[config.mk]
export PLATFORM = sky130hd
export DESIGN_NAME = i2c_master_transfer_sequencer_top
export DESIGN_NICKNAME = d
export VERILOG_FILES = /design/src/sv/i2cms_pkg.sv /design/src/sv/i2c_master_transfer_sequencer_top.sv
export SDC_FILE = /design/constraint.sdc
export NUM_CORES = 1
export LEC_CHECK = 0
export BUFFER_PORTS_ARGS = -buffer_cell sky130_fd_sc_hd__buf_2
export CAP_MARGIN = 20
export CORE_MARGIN = 5
export CORE_UTILIZATION = 40
export DETAILED_ROUTE_END_ITERATION = 8
export GPL_TIMING_DRIVEN = 0
export PLACE_DENSITY = 0.66
export SETUP_SLACK_MARGIN = 0.3
export SYNTH_ARGS = -nofsm -noshare
export SYNTH_HDL_FRONTEND = slang
export SYNTH_SLANG_ARGS = --single-unit
[constraint.sdc]
create_clock -name clk -period 4 [get_ports clk]
set_input_delay 0.4 -clock clk [delete_from_list [all_inputs] [get_ports clk]]
set_output_delay 0.4 -clock clk [all_outputs]
set_load 0.05 [all_outputs]
[src/sv/i2cms_pkg.sv]
`timescale 1ns / 1ps

package i2cms_pkg;

  // longest message the sequencer will follow, longer requests saturate
  localparam logic [15:0] MAX_MESSAGE_LENGTH = 16'd255;

  typedef enum logic [0:0] {
    FUNC_START = 1'b0,
    FUNC_EVENT = 1'b1
  } func_t;

  // status word bit positions
  localparam int ST_SB   = 0;
  localparam int ST_ADDR = 1;
  localparam int ST_BTF  = 2;
  localparam int ST_TXE  = 3;
  localparam int ST_RXNE = 4;
  localparam int ST_BERR = 5;
  localparam int ST_ARLO = 6;
  localparam int ST_AF   = 7;

  // control set bits
  localparam logic [4:0] CS_PE    = 5'h01;
  localparam logic [4:0] CS_ACK   = 5'h02;
  localparam logic [4:0] CS_START = 5'h04;
  localparam logic [4:0] CS_STOP  = 5'h08;
  localparam logic [4:0] CS_POS   = 5'h10;

  // control clear bits
  localparam logic [3:0] CC_STOP = 4'h1;
  localparam logic [3:0] CC_ACK  = 4'h2;
  localparam logic [3:0] CC_BUF  = 4'h4;
  localparam logic [3:0] CC_ERR  = 4'h8;

  // status read requests
  localparam logic [1:0] RD_PAIR  = 2'h1;
  localparam logic [1:0] RD_DUMMY = 2'h2;

  typedef struct packed {
    logic       data_write_valid;
    logic [7:0] data_write_byte;
    logic       received_valid;
    logic [7:0] received_byte;
    logic [7:0] byte_index;
    logic [4:0] control_set;
    logic [3:0] control_clear;
    logic [1:0] status_reads;
    logic       done_res;
    logic [2:0] error_flags;
  } result_t;

endpackage

[src/sv/i2c_master_transfer_sequencer_top.sv]
`timescale 1ns / 1ps

// channel   direction  handshake          word
// in_       input      in_valid/in_stall  start item or status event
// out_      output     out_valid/out_stall one result per input word
//
// two register stages: input register, then the decision logic into the result
// register; a word enters every cycle while in_stall is low; out_valid rises when
// the word loads the result register, and message state is updated in that load,
// so back-to-back words see the state left by the word before them
// rst_n clears valids and message state; in_stall rises only while a result
// is held by out_stall and the input register is occupied

module i2c_master_transfer_sequencer_top (
  input  logic       clk,
  input  logic       rst_n,
  input  logic       in_valid,
  output logic       in_stall,
  input  logic       in_func,
  input  logic [6:0] in_target_address,
  input  logic       in_is_read,
  input  logic       in_send_stop,
  input  logic       in_restart,
  input  logic       in_first_message,
  input  logic [7:0] in_msg_length,
  input  logic [7:0] in_status,
  input  logic [7:0] in_rx_byte,
  input  logic [7:0] in_tx_byte,
  output logic       out_valid,
  input  logic       out_stall,
  output logic       out_data_write_valid,
  output logic [7:0] out_data_write_byte,
  output logic       out_received_valid,
  output logic [7:0] out_received_byte,
  output logic [7:0] out_byte_index,
  output logic [4:0] out_control_set,
  output logic [3:0] out_control_clear,
  output logic [1:0] out_status_reads,
  output logic       out_done_res,
  output logic [2:0] out_error_flags
);

  // input register
  logic        in_valid_r;
  logic        func_r;
  logic [6:0]  target_r;
  logic        is_read_r;
  logic        send_stop_r;
  logic        restart_r;
  logic        first_r;
  logic [7:0]  length_r;
  logic [7:0]  status_r;
  logic [7:0]  rx_r;
  logic [7:0]  tx_r;

  // message state
  logic [6:0]  saved_target_r, saved_target_nxt;
  logic        read_mode_r, read_mode_nxt;
  logic        stop_wanted_r, stop_wanted_nxt;
  logic [7:0]  msg_len_r, msg_len_nxt;
  logic [7:0]  byte_pos_r, byte_pos_nxt;
  logic [2:0]  err_acc_r, err_acc_nxt;

  // result register
  logic                 out_valid_r;
  i2cms_pkg::result_t   res_r, res_nxt;

  logic        advance;
  logic [7:0]  start_len;
  logic [7:0]  pos_inc;
  logic [7:0]  left;

  assign advance  = !out_valid_r || !out_stall;
  assign in_stall = in_valid_r && !advance;

  always_ff @(posedge clk) begin
    if (!rst_n) begin
      in_valid_r <= 1'b0;
    end else if (!in_stall) begin
      in_valid_r <= in_valid;
    end
  end

  always_ff @(posedge clk) begin
    if (!in_stall && in_valid) begin
      func_r      <= in_func;
      target_r    <= in_target_address;
      is_read_r   <= in_is_read;
      send_stop_r <= in_send_stop;
      restart_r   <= in_restart;
      first_r     <= in_first_message;
      length_r    <= in_msg_length;
      status_r    <= in_status;
      rx_r        <= in_rx_byte;
      tx_r        <= in_tx_byte;
    end
  end

  // saturate the requested length
  assign start_len = ({8'd0, length_r} > i2cms_pkg::MAX_MESSAGE_LENGTH) ?
                     i2cms_pkg::MAX_MESSAGE_LENGTH[7:0] : length_r;
  assign pos_inc   = byte_pos_r + 8'd1;
  assign left      = msg_len_r - byte_pos_r;

  always_comb begin
    saved_target_nxt = saved_target_r;
    read_mode_nxt    = read_mode_r;
    stop_wanted_nxt  = stop_wanted_r;
    msg_len_nxt      = msg_len_r;
    byte_pos_nxt     = byte_pos_r;
    err_acc_nxt      = err_acc_r;
    res_nxt          = '0;

    unique case (i2cms_pkg::func_t'(func_r))
      i2cms_pkg::FUNC_START: begin
        saved_target_nxt    = target_r;
        read_mode_nxt       = is_read_r;
        stop_wanted_nxt     = send_stop_r;
        msg_len_nxt         = start_len;
        byte_pos_nxt        = 8'd0;
        err_acc_nxt         = 3'd0;
        res_nxt.control_set = i2cms_pkg::CS_PE | i2cms_pkg::CS_ACK;
        if (first_r || restart_r) begin
          res_nxt.control_clear = i2cms_pkg::CC_STOP;
          res_nxt.control_set   = res_nxt.control_set | i2cms_pkg::CS_START;
        end
      end
      i2cms_pkg::FUNC_EVENT: begin
        // error flags first, then at most one event
        if (status_r[7:5] != 3'd0) begin
          if (status_r[i2cms_pkg::ST_AF]) begin
            res_nxt.control_set = i2cms_pkg::CS_STOP;
          end
          err_acc_nxt           = err_acc_r | status_r[7:5];
          res_nxt.control_clear = i2cms_pkg::CC_ERR;
          res_nxt.done_res      = 1'b1;
        end

        priority if (status_r[i2cms_pkg::ST_SB]) begin
          res_nxt.data_write_valid = 1'b1;
          res_nxt.data_write_byte  = {saved_target_r, read_mode_r};
          if (read_mode_r && msg_len_r == 8'd2) begin
            res_nxt.control_set = res_nxt.control_set | i2cms_pkg::CS_POS;
          end
        end else if (status_r[i2cms_pkg::ST_ADDR]) begin
          if (read_mode_r && msg_len_r <= 8'd2) begin
            res_nxt.control_clear = res_nxt.control_clear | i2cms_pkg::CC_ACK;
            if (msg_len_r == 8'd2) begin
              res_nxt.control_set = res_nxt.control_set | i2cms_pkg::CS_POS;
            end
          end
          res_nxt.status_reads = i2cms_pkg::RD_PAIR;
        end else if ((status_r[i2cms_pkg::ST_TXE] || status_r[i2cms_pkg::ST_BTF])
                     && !read_mode_r) begin
          if (byte_pos_r < msg_len_r) begin
            res_nxt.data_write_valid = 1'b1;
            res_nxt.data_write_byte  = tx_r;
            res_nxt.byte_index       = byte_pos_r;
            byte_pos_nxt             = pos_inc;
            if (pos_inc == msg_len_r) begin
              res_nxt.control_clear = res_nxt.control_clear | i2cms_pkg::CC_BUF;
            end
          end else begin
            if (stop_wanted_r) begin
              res_nxt.control_set = res_nxt.control_set | i2cms_pkg::CS_STOP;
            end
            if (status_r[i2cms_pkg::ST_BTF]) begin
              res_nxt.status_reads = i2cms_pkg::RD_DUMMY;
            end
            res_nxt.done_res = 1'b1;
          end
        end else if ((status_r[i2cms_pkg::ST_RXNE] || status_r[i2cms_pkg::ST_BTF])
                     && read_mode_r) begin
          if (byte_pos_r < msg_len_r) begin
            if (left == 8'd1) begin
              if (stop_wanted_r) begin
                res_nxt.control_set = res_nxt.control_set | i2cms_pkg::CS_STOP;
              end
              res_nxt.control_clear = res_nxt.control_clear | i2cms_pkg::CC_BUF;
              res_nxt.done_res      = 1'b1;
            end else if (left == 8'd2) begin
              res_nxt.control_clear = res_nxt.control_clear | i2cms_pkg::CC_ACK;
              res_nxt.control_set   = res_nxt.control_set | i2cms_pkg::CS_POS;
            end
            res_nxt.received_valid = 1'b1;
            res_nxt.received_byte  = rx_r;
            res_nxt.byte_index     = byte_pos_r;
            byte_pos_nxt           = pos_inc;
          end else begin
            if (stop_wanted_r) begin
              res_nxt.control_set = res_nxt.control_set | i2cms_pkg::CS_STOP;
            end
            res_nxt.done_res = 1'b1;
          end
        end else begin
          res_nxt.status_reads = res_nxt.status_reads;
        end
      end
      default: begin
        res_nxt = '0;
      end
    endcase

    res_nxt.error_flags = err_acc_nxt;
  end

  always_ff @(posedge clk) begin
    if (!rst_n) begin
      out_valid_r    <= 1'b0;
      saved_target_r <= '0;
      read_mode_r    <= 1'b0;
      stop_wanted_r  <= 1'b0;
      msg_len_r      <= '0;
      byte_pos_r     <= '0;
      err_acc_r      <= '0;
    end else if (advance) begin
      out_valid_r <= in_valid_r;
      if (in_valid_r) begin
        saved_target_r <= saved_target_nxt;
        read_mode_r    <= read_mode_nxt;
        stop_wanted_r  <= stop_wanted_nxt;
        msg_len_r      <= msg_len_nxt;
        byte_pos_r     <= byte_pos_nxt;
        err_acc_r      <= err_acc_nxt;
      end
    end
  end

  always_ff @(posedge clk) begin
    if (advance && in_valid_r) begin
      res_r <= res_nxt;
    end
  end

  assign out_valid            = out_valid_r;
  assign out_data_write_valid = res_r.data_write_valid;
  assign out_data_write_byte  = res_r.data_write_byte;
  assign out_received_valid   = res_r.received_valid;
  assign out_received_byte    = res_r.received_byte;
  assign out_byte_index       = res_r.byte_index;
  assign out_control_set      = res_r.control_set;
  assign out_control_clear    = res_r.control_clear;
  assign out_status_reads     = res_r.status_reads;
  assign out_done_res         = res_r.done_res;
  assign out_error_flags      = res_r.error_flags;

`ifndef SYNTHESIS
  // the position never runs past the message length
  a_pos_in_range: assert property (@(posedge clk) disable iff (!rst_n)
    byte_pos_r <= msg_len_r)
    else $error("byte position beyond message length");

  // a result never both writes and stores a byte
  a_one_data_dir: assert property (@(posedge clk) disable iff (!rst_n)
    out_valid_r |-> !(res_r.data_write_valid && res_r.received_valid))
    else $error("write and receive in one result");

  // the input side stalls only behind a held result
  a_stall_cause: assert property (@(posedge clk) disable iff (!rst_n)
    in_stall |-> (out_valid_r && out_stall && in_valid_r))
    else $error("input stalled without a held result");

  // a stored byte always advances the position by one
  a_pos_step: assert property (@(posedge clk) disable iff (!rst_n)
    (advance && in_valid_r && res_nxt.received_valid) |=> byte_pos_r == $past(pos_inc))
    else $error("position did not advance after receive");
`endif

endmodule

==> reports/metrics.csv <==
metric;value;unit
yosysUniqueCellTypes;57;
crit_type;reg2reg;
die_x;119;um
layout_min_cycle_time;2.73;ns
synth_fp_nets;444;
cp_slowest_cell;fa_1;
p_per_area;507;nW/um^2
syn-cell-area;4800;um^2
postPlaceCellArea;5460;um^2
rsz0062_at_grt;no;
cts_max_level;4;
grt_max_degree;47;
dp_hpwl;7560;um
drive_above_1_share;27.4;%
finalCritPeriodShare;68.3;%
slowest_delay;0.48;ns
grt_first_pass_wirelength;16800;um
area_growth;25.9;%
crit_required;4.25;ns
power;3.06;mW
cts_hold_buffers;0;
yosys_most_used_dff;edfxtp_1;
clk_pin_slew_worst_paths;0.05;ns
setup_tns;0;ns
finalHoldViolations;0;
fmax;0.366;GHz
die_area;14300;um^2
clock_latency;0.41;ns
drc;0;
dr.pass1.iters;4;
reg2reg_depth;8;
cp_num_cells;8;
yosysSeqAreaShare;64.5;%
ys_ff_latch;113;
fin_worst_skew;0.00717;ns
first_iter_violations;252;
design.portCount;91;
via_count;3319;
setup_viol;0;
start_util;40.4;%
critPathTopFamily;simple AND/OR/NAND/NOR gates;
whs_path_depth;1;
status;completed;
cts_inserted_buffers;17;
root_buffer;clkbuf_16;
cts_tree;yes;
fin_nets;554;
worstMarginPinSlew;1.00;ns
relSlewSlack;33.0;%
yosysTopAreaCellShare;52.0;%
die_y;119;um
vdd_drop_max;0.416;mV
detail-route-antenna-nets;0;
n_antenna_cell;0;
grt_use_total;15.3;%
cts_resized;0;
first_global_vias;3284;
worst_setup_path_end_kind;flop;
cts_setup_buffers;0;
hold_class;in2reg;
synthCells;385;
cp_num_buf_inv;1;
syn_avg_cell_area;12.5;um^2
p_leak;2.35;nW
drv_cap;0;
cts_num_sinks;113;
yosys-top-cells-area;edfxtp_1, dfxtp_1, nand2_1;
numPortBuffers;90;
slew_violations;0;
place_congestion;0.832;
fp-row-count;40;
overflow;0;
startpoint_type;flop;
route.detailed.wl_per_inst;16.3;um
viasPerCell;5.07;
wl;10700;um
yosys_warnings;0;
final_area;6040;um^2
path_cells;inv_1, fa_1, nand2b_1, a21oi_4, nor3_2, a221o_1, or4_4, o221ai_2;
yosysTopAreaCell;edfxtp_1;
ys_async_sr_fraction;0;%
arrival;2.98;ns
core;11900;um^2
grt_antenna_before_repair;0;
synth-edff-count;83;
clk_path_buf_depth;2;
path_max_fanout;5;
-- cell type report --
cell class                 instances  area, um^2
buffer                            11        51.3
multi-input combinational        245        1600
timing repair buffer              91         470
tap                              147         184
inverter                          16        60.1
fill                            1040        5830
sequential                       113        3090
clock inverter                    12         141
clock buffer                      20         437
-- cells in the final DEF, fill, tap and decap left out, types with 2 or more instances in the layout --
cell type / count
nor3_1: 13
nand3_1: 7
nand2_1: 51
inv_1: 14
xnor2_1: 8
clkinvlp_4: 3
a211oi_1: 5
a21oi_1: 14
nor2_1: 24
o21ai_0: 6
a22o_1: 10
clkinv_1: 2
clkinv_2: 5
nor4b_1: 2
nor3_2: 3
buf_4: 2
xor2_1: 5
o21ai_1: 5
and3_1: 6
edfxtp_1: 83
nand2b_1: 3
nor2b_1: 7
dfxtp_1: 30
clkbuf_1: 9
nand3b_1: 4
ha_1: 10
nand4_1: 2
and2_1: 10
mux2i_1: 4
o21a_1: 2
clkbuf_16: 17
buf_2: 92
o221ai_2: 2
bufinv_16: 3
a21boi_0: 17
-- state kept, by name, indices dropped and copies added, names as in the netlist, 2 cells and up --
| signal | count |
|---|---|
| byte_pos_r | 8 |
| length_r | 8 |
| msg_len_r | 8 |
| out_byte_index | 8 |
| out_data_write_byte | 8 |
| out_received_byte | 8 |
| rx_r | 8 |
| status_r | 8 |
| tx_r | 8 |
| saved_target_r | 7 |
| target_r | 7 |
| out_control_clear | 4 |
| err_acc_r | 3 |
| out_control_set | 3 |
| out_error_flags | 3 |
| out_status_reads | 2 |
-- stage by stage --
step                hold WS [ns]  instances  utilization (%)  setup WS [ns]
global route               0.142        655             50.9           1.09
global placement           0.457        622             45.8         0.0969
floorplan                  0.443        385                -          0.585
finish                     0.163        655             50.9           1.27
CTS                        0.147        655             50.9           1.27
detailed placement         0.465        623             46.0           1.26
-- logic make-up (layout without fill, tap and decap cells) --
logic type                 after synthesis  after routing  share of synthesized area (%)
buffers and inverters                   27            150                           2.32
DFF                                    113            113                           64.5
and+or+nand+nor                        139            139                           14.4
xor gates and xnor gates                13             13                           2.37
muxes                                    5              5                           1.07
adders and majority gates               11             11                           3.03
AOI/OAI and AO/OA                       77             77                           12.3
-- Yosys cell counts, drive strengths merged (2+ instances only) --
cell type,instances
a211oi,6
a21boi,18
a21oi,15
a22o,10
a31oi,2
and2,10
and3,6
buf,5
clkbuf,6
dfxtp,30
edfxtp,83
ha,10
inv,15
mux2i,4
nand2,51
nand2b,3
nand3,7
nand3b,4
nand4,2
nor2,24
nor2b,8
nor3,16
nor4b,2
o21a,2
o21ai,11
o221ai,2
o22ai,2
xnor2,8
xor2,5
-- power by group --
| group | total, mW | leakage (nW) | switching, mW | internal [mW] |
|---|---|---|---|---|
| logic | 0.252 | 1.02 | 0.172 | 0.0801 |
| registers | 1.34 | 1.05 | 0.0225 | 1.31 |
| clock network | 1.47 | 0.277 | 0.502 | 0.968 |
-- layer usage --
layer	track usage, %	wire length [um]	up-vias
met1	19.6	4900	1562
met5	0	0	-
li1	-	-	1637
met4	6.80	206	0
met2	23.9	5020	102
met3	4.67	541	18
-- worst reg2reg max path: cells and delay by family, from the launching register on --
family,cells,cell delay [ns]
fa+ha+maj,1,0.48
simple gates,3,0.76
compound gates,3,0.75
buf+inv,1,0.12
flops,1,0.47
-- path summary, 6_finish.rpt --
path	start	end	slack, ns
setup / recovery	msg_len_r[1]	out_done_res	1.27
setup reg to reg	msg_len_r[1]	out_done_res	1.27
hold reg to reg	saved_target_r[6]	saved_target_r[6]	0.47
hold / removal	in_tx_byte[7]	tx_r[7]	0.16
No activity file was read; power rests on OpenSTA's default activity.
